### src/plq_pkg.sv
package plq_pkg;

  localparam int POOL_SLOTS = 64;
  localparam int SLOT_W     = $clog2(POOL_SLOTS);
  localparam int CNT_W      = $clog2(POOL_SLOTS + 1);
  localparam int QTY_IN_W   = 32;
  localparam int QTY_BITS   = 32;
  localparam int VOL_W      = 38;

  typedef logic [SLOT_W-1:0]   slot_t;
  typedef logic [CNT_W-1:0]    cnt_t;
  typedef logic [QTY_BITS-1:0] qty_t;
  typedef logic [VOL_W-1:0]    vol_t;

  typedef enum logic [1:0] {
    REQ_APPEND = 2'd0,
    REQ_REMOVE = 2'd1,
    REQ_MOVE   = 2'd2
  } req_code_t;

  typedef enum logic [1:0] {
    ST_OK       = 2'd0,
    ST_FULL     = 2'd1,
    ST_EMPTY    = 2'd2,
    ST_NO_MOVE  = 2'd3
  } status_code_t;

  typedef struct packed {
    logic [1:0]          req_type;
    slot_t               slot;
    logic [QTY_IN_W-1:0] quantity;
  } plq_req_t;

  typedef struct packed {
    logic [1:0] status;
    slot_t      head_slot;
    slot_t      tail_slot;
    cnt_t       count;
    vol_t       total_volume;
  } plq_rsp_t;

  // Two write ports into one link table; port 1 wins on an address clash.
  typedef struct packed {
    logic  w0_en;
    slot_t w0_addr;
    slot_t w0_data;
    logic  w1_en;
    slot_t w1_addr;
    slot_t w1_data;
  } plq_link_wr_t;

endpackage

### src/plq_link_mem.sv
module plq_link_mem
  import plq_pkg::*;
(
  input  logic         clk,
  input  logic         rd_en,
  input  slot_t        rd_addr,
  input  plq_link_wr_t wr,
  output slot_t        rd_data
);

  // Two single-write banks; sel_bits records which bank holds the latest value.
  slot_t bank0 [POOL_SLOTS];
  slot_t bank1 [POOL_SLOTS];
  logic  sel_bits [POOL_SLOTS];

  slot_t b0_r;
  slot_t b1_r;
  slot_t byp_data_r;
  logic  sel_r;
  logic  byp_r;
  logic  hit0;
  logic  hit1;

  assign hit0 = wr.w0_en && (wr.w0_addr == rd_addr);
  assign hit1 = wr.w1_en && (wr.w1_addr == rd_addr);

  always_ff @(posedge clk) begin
    if (wr.w0_en) begin
      bank0[wr.w0_addr]    <= wr.w0_data;
      sel_bits[wr.w0_addr] <= 1'b0;
    end
    if (wr.w1_en) begin
      bank1[wr.w1_addr]    <= wr.w1_data;
      sel_bits[wr.w1_addr] <= 1'b1;
    end
  end

  // Forward a write landing on the same edge as the read.
  always_ff @(posedge clk) begin
    if (rd_en) begin
      b0_r       <= bank0[rd_addr];
      b1_r       <= bank1[rd_addr];
      sel_r      <= sel_bits[rd_addr];
      byp_r      <= hit0 || hit1;
      byp_data_r <= hit1 ? wr.w1_data : wr.w0_data;
    end
  end

  assign rd_data = byp_r ? byp_data_r : (sel_r ? b1_r : b0_r);

endmodule

### src/price_level_order_queue.sv
// A request accepted into a_req_r shows its result at out_ as it leaves the
// decision stage, where the link tables, read in the accept cycle, are updated
// with forwarding. Throughput: one request per cycle unless out_stall stalls.
// Reset (rst_n low, synchronous): head, tail, count, volume and all valid flags
// clear; link and quantity tables keep their contents and are not swept.
module price_level_order_queue
  import plq_pkg::*;
(
  input  logic     clk,
  input  logic     rst_n,
  input  logic     in_valid,
  output logic     in_stall,
  input  plq_req_t in_data,
  output logic     out_valid,
  input  logic     out_stall,
  output plq_rsp_t out_data
);

  logic         in_acc;
  logic         a_go;
  logic         a_vld_r;
  plq_req_t     a_req_r;
  logic         out_vld_r;
  plq_rsp_t     out_data_r;

  slot_t        head_r;
  slot_t        tail_r;
  cnt_t         cnt_r;
  vol_t         vol_r;
  slot_t        head_nxt;
  slot_t        tail_nxt;
  cnt_t         cnt_nxt;
  vol_t         vol_nxt;
  status_code_t status;
  plq_rsp_t     rsp;

  plq_link_wr_t next_wr;
  plq_link_wr_t prev_wr;
  slot_t        nx_rd;
  slot_t        pv_rd;

  qty_t         qty_mem [POOL_SLOTS];
  qty_t         q_mem_r;
  qty_t         q_byp_r;
  logic         q_hit_r;
  logic         q_we;
  qty_t         q_rd;
  qty_t         a_qty;
  slot_t        s;

  assign a_go     = a_vld_r && (!out_vld_r || !out_stall);
  assign in_stall = a_vld_r && !a_go;
  assign in_acc   = in_valid && !in_stall;

  assign s     = a_req_r.slot;
  assign a_qty = a_req_r.quantity[QTY_BITS-1:0];

  always_comb begin
    head_nxt = head_r;
    tail_nxt = tail_r;
    cnt_nxt  = cnt_r;
    vol_nxt  = vol_r;
    status   = ST_OK;
    q_we     = 1'b0;
    next_wr  = '0;
    prev_wr  = '0;
    case (a_req_r.req_type)
      REQ_APPEND: begin
        if (cnt_r == CNT_W'(POOL_SLOTS)) begin
          status = ST_FULL;
        end else begin
          q_we = 1'b1;
          if (cnt_r == '0) begin
            head_nxt = s;
          end else begin
            prev_wr.w1_en   = 1'b1;
            prev_wr.w1_addr = s;
            prev_wr.w1_data = tail_r;
            next_wr.w1_en   = 1'b1;
            next_wr.w1_addr = tail_r;
            next_wr.w1_data = s;
          end
          tail_nxt = s;
          cnt_nxt  = cnt_r + 1'b1;
          vol_nxt  = vol_r + VOL_W'(a_qty);
        end
      end
      REQ_REMOVE: begin
        if (cnt_r == '0) begin
          status = ST_EMPTY;
        end else begin
          vol_nxt = vol_r - VOL_W'(q_rd);
          cnt_nxt = cnt_r - 1'b1;
          if (cnt_r != CNT_W'(1)) begin
            if (s == head_r) begin
              head_nxt = nx_rd;
            end else if (s == tail_r) begin
              tail_nxt = pv_rd;
            end else begin
              // unlink from the middle
              prev_wr.w0_en   = 1'b1;
              prev_wr.w0_addr = nx_rd;
              prev_wr.w0_data = pv_rd;
              next_wr.w0_en   = 1'b1;
              next_wr.w0_addr = pv_rd;
              next_wr.w0_data = nx_rd;
            end
          end
        end
      end
      REQ_MOVE: begin
        if (cnt_r <= CNT_W'(1) || s == tail_r) begin
          status = ST_NO_MOVE;
        end else begin
          if (s == head_r) begin
            head_nxt = nx_rd;
          end else begin
            next_wr.w0_en   = 1'b1;
            next_wr.w0_addr = pv_rd;
            next_wr.w0_data = nx_rd;
            prev_wr.w0_en   = 1'b1;
            prev_wr.w0_addr = nx_rd;
            prev_wr.w0_data = pv_rd;
          end
          prev_wr.w1_en   = 1'b1;
          prev_wr.w1_addr = s;
          prev_wr.w1_data = tail_r;
          next_wr.w1_en   = 1'b1;
          next_wr.w1_addr = tail_r;
          next_wr.w1_data = s;
          tail_nxt = s;
        end
      end
      default: begin
        status = ST_OK;
      end
    endcase
    // only commit when the request actually leaves the stage
    if (!a_go) begin
      q_we    = 1'b0;
      next_wr = '0;
      prev_wr = '0;
    end
  end

  always_comb begin
    rsp.status       = status;
    rsp.head_slot    = (cnt_nxt != '0) ? head_nxt : '0;
    rsp.tail_slot    = (cnt_nxt != '0) ? tail_nxt : '0;
    rsp.count        = cnt_nxt;
    rsp.total_volume = vol_nxt;
  end

  plq_link_mem u_next_mem (
    .clk     (clk),
    .rd_en   (in_acc),
    .rd_addr (in_data.slot),
    .wr      (next_wr),
    .rd_data (nx_rd)
  );

  plq_link_mem u_prev_mem (
    .clk     (clk),
    .rd_en   (in_acc),
    .rd_addr (in_data.slot),
    .wr      (prev_wr),
    .rd_data (pv_rd)
  );

  always_ff @(posedge clk) begin
    if (q_we) begin
      qty_mem[s] <= a_qty;
    end
  end

  always_ff @(posedge clk) begin
    if (in_acc) begin
      q_mem_r <= qty_mem[in_data.slot];
      q_hit_r <= q_we && (s == in_data.slot);
      q_byp_r <= a_qty;
    end
  end

  assign q_rd = q_hit_r ? q_byp_r : q_mem_r;

  always_ff @(posedge clk) begin
    if (!rst_n) begin
      a_vld_r   <= 1'b0;
      out_vld_r <= 1'b0;
      head_r    <= '0;
      tail_r    <= '0;
      cnt_r     <= '0;
      vol_r     <= '0;
    end else begin
      if (in_acc) begin
        a_vld_r <= 1'b1;
      end else if (a_go) begin
        a_vld_r <= 1'b0;
      end
      if (a_go) begin
        out_vld_r <= 1'b1;
        head_r    <= head_nxt;
        tail_r    <= tail_nxt;
        cnt_r     <= cnt_nxt;
        vol_r     <= vol_nxt;
      end else if (!out_stall) begin
        out_vld_r <= 1'b0;
      end
    end
  end

  always_ff @(posedge clk) begin
    if (in_acc) begin
      a_req_r <= in_data;
    end
    if (a_go) begin
      out_data_r <= rsp;
    end
  end

  assign out_valid = out_vld_r;
  assign out_data  = out_data_r;

endmodule

### config.mk
export PLATFORM = sky130hd
export DESIGN_NAME = price_level_order_queue
export DESIGN_NICKNAME = d
export VERILOG_FILES = /design/src/plq_pkg.sv /design/src/plq_link_mem.sv /design/src/price_level_order_queue.sv
export SDC_FILE = /design/constraint.sdc
export NUM_CORES = 2
export LEC_CHECK = 0
export BUFFER_PORTS_ARGS = -buffer_cell sky130_fd_sc_hd__buf_4
export CAP_MARGIN = 10
export CORE_MARGIN = 2
export CORE_UTILIZATION = 50
export DETAILED_ROUTE_END_ITERATION = 16
export PLACE_DENSITY = 0.65
export SLEW_MARGIN = 10
export SYNTH_ARGS = -nofsm -noshare
export SYNTH_HDL_FRONTEND = slang
export SYNTH_SLANG_ARGS = --single-unit
### constraint.sdc
create_clock -name clk -period 10.05 [get_ports clk]
set_input_delay 1.005 -clock clk [delete_from_list [all_inputs] [get_ports clk]]
set_output_delay 1.005 -clock clk [all_outputs]
set_load 0.02 [all_outputs]
=== Word-level counts from Yosys, hierarchy flattened ===
Memories as Yosys holds them, arrays and structs flattened. A register that Yosys moved wholly into a read port is not among the register bits.
Index checks and enable logic that the tools add are counted.
Widths: inputs -> output; s select.

* Register bits after elaboration: 205
* RAM bits: 3712
* Output and inout bits: 61
* Logic and storage cells: 134
* Memories kept: 7

{| class="wikitable"
|+ Memory list
! name !! words !! width !! read ports !! clocked after memory_dff !! wr ports !! RTL line !! text
|-
| qty_mem || 64 || 32 || 1 || 1 || 1 || price_level_order_queue.sv:42 || <nowiki>qty_t qty_mem [POOL_SLOTS];</nowiki>
|-
| u_next_mem.bank0 || 64 || 6 || 1 || 1 || 1 || plq_link_mem.sv:12 || <nowiki>slot_t bank0 [POOL_SLOTS];</nowiki>
|-
| u_next_mem.bank1 || 64 || 6 || 1 || 1 || 1 || plq_link_mem.sv:13 || <nowiki>slot_t bank1 [POOL_SLOTS];</nowiki>
|-
| u_prev_mem.bank0 || 64 || 6 || 1 || 1 || 1 || plq_link_mem.sv:12 ||
|-
| u_prev_mem.bank1 || 64 || 6 || 1 || 1 || 1 || plq_link_mem.sv:13 ||
|-
| u_next_mem.sel_bits || 64 || 1 || 1 || 1 || 2 || plq_link_mem.sv:14 || <nowiki>logic sel_bits [POOL_SLOTS];</nowiki>
|-
| +1 memories || -- || -- || -- || -- || -- || -- ||
|}

* $add $sub $neg: 4
* Magnitude comparators: 1
* Equal/unequal tests: 12
* Mux-type cells: 70
* Reductions and logical operators: 20

{| class="wikitable"
|+ Operators by type and width
! operator !! number
|-
| $mux 13 || 14
|-
| $mux 6 || 18
|-
| $mux 26 || 4
|-
| $pmux 13 s2 || 4
|-
| $mux 38 || 2
|-
| $pmux 38 s2 || 1
|-
| $eq 6x6->1 || 7
|-
| $add 38x32->38 || 1
|-
| $sub 38x32->38 || 1
|-
| $pmux 6 s3 || 2
|-
| $mux 32 || 1
|-
| $mux 1 || 18
|-
| $mux 7 || 2
|-
| $pmux 7 s2 || 1
|-
| $logic_and 1x1->1 || 8
|-
| $add 7x1->7 const B || 1
|-
| $eq 7x7->1 const B || 1
|-
| $le 7x1->1 const B || 1
|-
| $logic_not 7->1 || 1
|-
| $ne 7x1->1 const B || 1
|-
| $reduce_bool 7->1 || 1
|-
| $sub 7x1->7 const B || 1
|-
| $pmux 2 s3 || 1
|-
| $logic_not 1->1 || 4
|-
| 7 further kinds || 11
|}

=== Depth between registers and ports, before layout ===
* Depth after elaboration: 11
* Mapped depth: 15
* Mapped depth without buffers: 13

=== Modules after synthesis ===
From an unflattened synthesis, not the netlist that was laid out.

* Cell total of the unflattened synthesis: 7865
* Area total of the unflattened synthesis: 158051.6 um^2

{| class="wikitable"
|+ By module, submodules not included
! module !! instances !! cells each !! area each (um^2) !! sequential area each (um^2)
|-
| price_level_order_queue || 1 || 4332 || 90984.8 || 67604.8
|-
| plq_link_mem at u_prev_mem || 1 || 1781 || 33656.0 || 24943.9
|-
| plq_link_mem at u_next_mem || 1 || 1752 || 33410.8 || 24943.9
|}

=== Worst setup path before layout ===
Ideal clock, no wire load.

* Kind: input port to flip-flop
* Start: in out_stall
* End: reg a_req_r, in the netlist a_qty[0] (enable)
* Setup time: 0.665 ns
* Arrival time: 7.642 ns
* Slack: 1.743 ns
* Stages: 2
* Cell sequence: and3_1 -> nor2b_1

* Cells in the longest elaborated chain, start to end: 7

{| class="wikitable"
|+ Ends and longest elaborated chain
! item !! RTL line !! text
|-
| from (decl) || price_level_order_queue.sv:15 || <nowiki>input logic out_stall,</nowiki>
|-
| $logic_not 1->1 || -- ||
|-
| $logic_or 1x1->1 || price_level_order_queue.sv:51 || <nowiki>assign a_go = a_vld_r && (!out_vld_r || !out_stall);</nowiki>
|-
| $logic_and 1x1->1 || price_level_order_queue.sv:51 ||
|-
| $logic_not 1->1 || -- ||
|-
| $logic_and 1x1->1 || price_level_order_queue.sv:52 || <nowiki>assign in_stall = a_vld_r && !a_go;</nowiki>
|-
| $logic_not 1->1 || price_level_order_queue.sv:53 || <nowiki>assign in_acc = in_valid && !in_stall;</nowiki>
|-
| $logic_and 1x1->1 || price_level_order_queue.sv:53 ||
|-
| via in_acc || price_level_order_queue.sv:19 || <nowiki>logic in_acc;</nowiki>
|-
| to (signal assigned) || price_level_order_queue.sv:214 || <nowiki>a_req_r <= in_data;</nowiki>
|-
| to (decl) || price_level_order_queue.sv:22 || <nowiki>plq_req_t a_req_r;</nowiki>
|}

The timed path passes the listed nets, and every way through them passes these cells.
A chain may end at the register's enable or synchronous reset.

=== Worst setup path in the final report ===
* Start: reg cnt_r[1]
* End: mem u_next_mem.bank1[61][2] (netlist name) (enable)

* Cells in the longest elaborated chain, start to end: 7
* Elaborated cells on any way between the ends: 11
* Those cells by class: order compare (1); eq/ne (1); mux (7); reduce/logical (2)

{| class="wikitable"
|+ Ends and longest elaborated chain
! item !! RTL line !! text
|-
| from (decl) || price_level_order_queue.sv:28 || <nowiki>cnt_t cnt_r;</nowiki>
|-
| from (signal assigned) || price_level_order_queue.sv:204 || <nowiki>cnt_r <= cnt_nxt;</nowiki>
|-
| $le 7x1->1 / $logic_not 7->1 (equally long branches) || price_level_order_queue.sv:112, price_level_order_queue.sv:73 ||
|-
| $logic_or 1x1->1 / $mux 13 (equally long branches) || price_level_order_queue.sv:112, price_level_order_queue.sv:73 ||
|-
| $mux 26 / $mux 13 (equally long branches) || price_level_order_queue.sv:112, price_level_order_queue.sv:69 ||
|-
| $pmux 13 s2 * || price_level_order_queue.sv:67 || <nowiki>case (a_req_r.req_type)</nowiki>
|-
| $mux 26 * || price_level_order_queue.sv:139 || <nowiki>if (!a_go) begin</nowiki>
|-
| $mux 1 || plq_link_mem.sv:32 || <nowiki>if (wr.w1_en) begin</nowiki>
|-
| $mux 1 (not written as such) || plq_link_mem.sv:33 || <nowiki>bank1[wr.w1_addr] <= wr.w1_data;</nowiki>
|-
| to (decl) || plq_link_mem.sv:13 ||
|}

Mark *: on every way between the ends. The rest lies on a longest branch, timed or not.

==> summary.txt <==
Gr usage total -> 25.54%
Final worst setup slack -> 4.709 ns
Met3 Resource Use GR -> 5.692%
Post-synth net total -> 7583
Setup Buffers After CTS -> 0
Placed cells -> 11490
Layout Utilization -> 56.55%
Final WL -> 408.3 mm
TritonCTS Buffers -> 403
Detail Route Antenna Nets -> 0
VDD IR max -> 0.1560 mV
PostCTS Resize Cnt -> 0
Max-Cap Viols -> 0
Hold slack -> 0.2118 ns
Clock Sinks -> 3975
Tightest Pin Transition -> 1.271 ns
Status -> completed
Initial Utilization -> 50.32%
RSZ-0062 raised after global routing -> no
Final hold vios -> 0
Post-synth EDFFs -> 3788
Htree depth -> 5
Drc violations -> 0
Initial antenna violation count -> 24
First-pass GRT wire length -> 580.2 mm
Worst-Skew Late Latency -> 0.96 ns
Design area -> 176500 um2
Grt met1 use -> 38.09%
Max-slew headroom -> 15.00%
Root buffer selected by CTS -> clkbuf_16
Syn Area/Cell -> 21.05 um2
# fillers -> 22580
CP max-delay cell -> nand3b_1
Vias post-DR -> 79630
Final setup vio count -> 0
Reg clk slew, reported paths -> 0.06 ns
Vias in the first global route -> 78450
Core outline area -> 312200 um2
Setup crit start kind -> flop
WP data arrival -> 5.92 ns
Yosys warnings -> 0
Synth Instances -> 7463
Clock Skew -> 0.1140 ns
CTS max path bufs -> 4
Commonest non-fill, non-tap cells in the layout -> edfxtp_1 (3788), mux4_2 (1200), clkbuf_16 (407)
Crit-path cells -> inv_1 -> ha_1 -> o21bai_1 -> a21oi_1 -> nand2_1 -> a21oi_1 -> buf_4 -> and2_2 -> buf_4 -> nand3b_1 -> nor2_1
Placed Area -> 163700 um2
Routed vias/inst -> 6.504
Synthesized area -> 157100 um2
Met2 Use GR -> 38.45%
Final period util -> 53.15%
Crit path max fanout -> 70
Number of distinct library cells after synthesis -> 89
RD Place Congestion -> 0.8658
PortBufs -> 104
Post-place setup slack -> 4.733 ns
P&R area growth vs syn -> 12.39%
Die area -> 318600 um2
First-pass DRT Iterations -> 5
Hold Buf Count CTS -> 0
Die span in y -> 564.5 um
Max Fclk -> 187.2 MHz
Layout cell share with drive strength beyond 1 -> 27.48%
Setup TNS -> 0 ns
Std cell rows -> 205
Slew Viols, Final -> 0
Die X -> 564.5 um
Fin nets -> 7872
Commonest non-fill, non-tap cell in the layout -> edfxtp_1
Sequential share of the synthesized area -> 74.80%
Worst setup path category -> flop to flop
Ys async rst share -> 0%
Post-DP HPWL -> 233.7 mm
Ys flop type -> edfxtp_1
Finished Layout Cells -> 12240
Min-delay worst type -> primary input to flop
Final Critical Period -> 5.341 ns
Largest net degree at the start of global routing -> 126
CP required -> 10.63 ns
Wirelength per Cell -> 33.35 um
Global routing's busiest layer -> met2
CTS tree -> built
Total grt overflow -> 0
Post-synthesis register bit count -> 3975
Critical Path End Type -> flop
Max stage delay on crit path -> 1.06 ns
DRT iter0 DRCs -> 11400
Power Dens Cells -> 195.6 nW/um2
IO Pins -> 105
Final Power -> 34.53 mW
Lkg Pwr -> 52.51 nW
report_power, final:
group	internal [mW]	switching, mW	leakage [nW]
Combinational	0.691	1.13	12.7
Clock	8.16	6.28	6.19
Sequential	18.2	0.0994	33.6
Total	27.0	7.51	52.5
critical path: cells and delay by family (launching register included):
kind                       cells  cell delay (ns)
adders and majority gates      1             0.32
DFF                            1             0.47
AOI/OAI and AO/OA              3             0.95
buffers and inverters          3             0.95
and+or+nand+nor                4             2.25
layer usage:
metal,share of wire (%),routed length (um)
met1,40,165300
met2,46,187600
met3,11,44830
met4,2.6,10590
met5,0.0083,34
path summary, 6_finish.rpt:
check	depth (start not counted)	startpoint	slack [ns]	end
worst max-delay path	11	cnt_r[1]	4.71	u_next_mem.bank1[61][2]
worst min register to register	2	u_next_mem.sel_bits[56]	0.47	u_next_mem.sel_bits[56]
worst min-delay path	1	in_data[4]	0.21	a_qty[4]
worst max register to register	11	cnt_r[1]	4.71	u_next_mem.bank1[61][2]
sequential cells by signal (all words and copies together) (netlist names), 2 cells and up:
register / count
qty_mem: 2048
u_next_mem.bank0: 384
u_next_mem.bank1: 384
u_prev_mem.bank0: 384
u_prev_mem.bank1: 384
u_next_mem.sel_bits: 64
u_prev_mem.sel_bits: 64
out_data: 59
vol_r: 38
a_qty: 32
q_byp_r: 32
q_mem_r: 32
cnt_r: 7
head_r: 6
s: 6
tail_r: 6
u_next_mem.b0_r: 6
u_next_mem.b1_r: 6
u_next_mem.byp_data_r: 6
u_prev_mem.b0_r: 6
u_prev_mem.b1_r: 6
u_prev_mem.byp_data_r: 6
a_req_r: 2
synthesized netlist by cell type, types with 57 or more instances:
library cell | n | area share [%]
mux4_2 | 1200 | 17
xnor2_1 | 57 | 0.32
nand2_1 | 173 | 0.41
buf_1 | 66 | 0.16
dfxtp_1 | 187 | 2.4
ha_1 | 74 | 0.59
mux2i_1 | 69 | 0.44
edfxtp_1 | 3788 | 72
clkbuf_1 | 318 | 0.76
a21oi_1 | 123 | 0.39
nor2_1 | 459 | 1.1
o21ai_0 | 365 | 1.2
final cells by class:
| cell class | instances | area (um2) | area share, % |
|---|---|---|---|
| sequential | 3975 | 117500 | 66.56 |
| multi-input combinational | 3004 | 38180 | 21.63 |
| clock buffer | 519 | 10750 | 6.087 |
| tap | 4140 | 5180 | 2.934 |
| timing repair buffer | 331 | 2741 | 1.553 |
| clock inverter | 230 | 2032 | 1.151 |
| inverter | 37 | 141.4 | 0.08009 |
| antenna | 8 | 20.02 | 0.01134 |
logic make-up (layout without fill, tap and decap cells):
family	after synthesis	count (layout)	synth area share [%]
compound gates	697	697	2.624
xor+xnor	90	90	0.5019
fa+ha+maj	76	76	0.6150
simple gates	847	847	2.375
other cells	0	8	0
mux	1294	1294	17.83
flops	3975	3975	74.80
buf+inv	484	1117	1.254
Power figures use the tool's default switching activity.
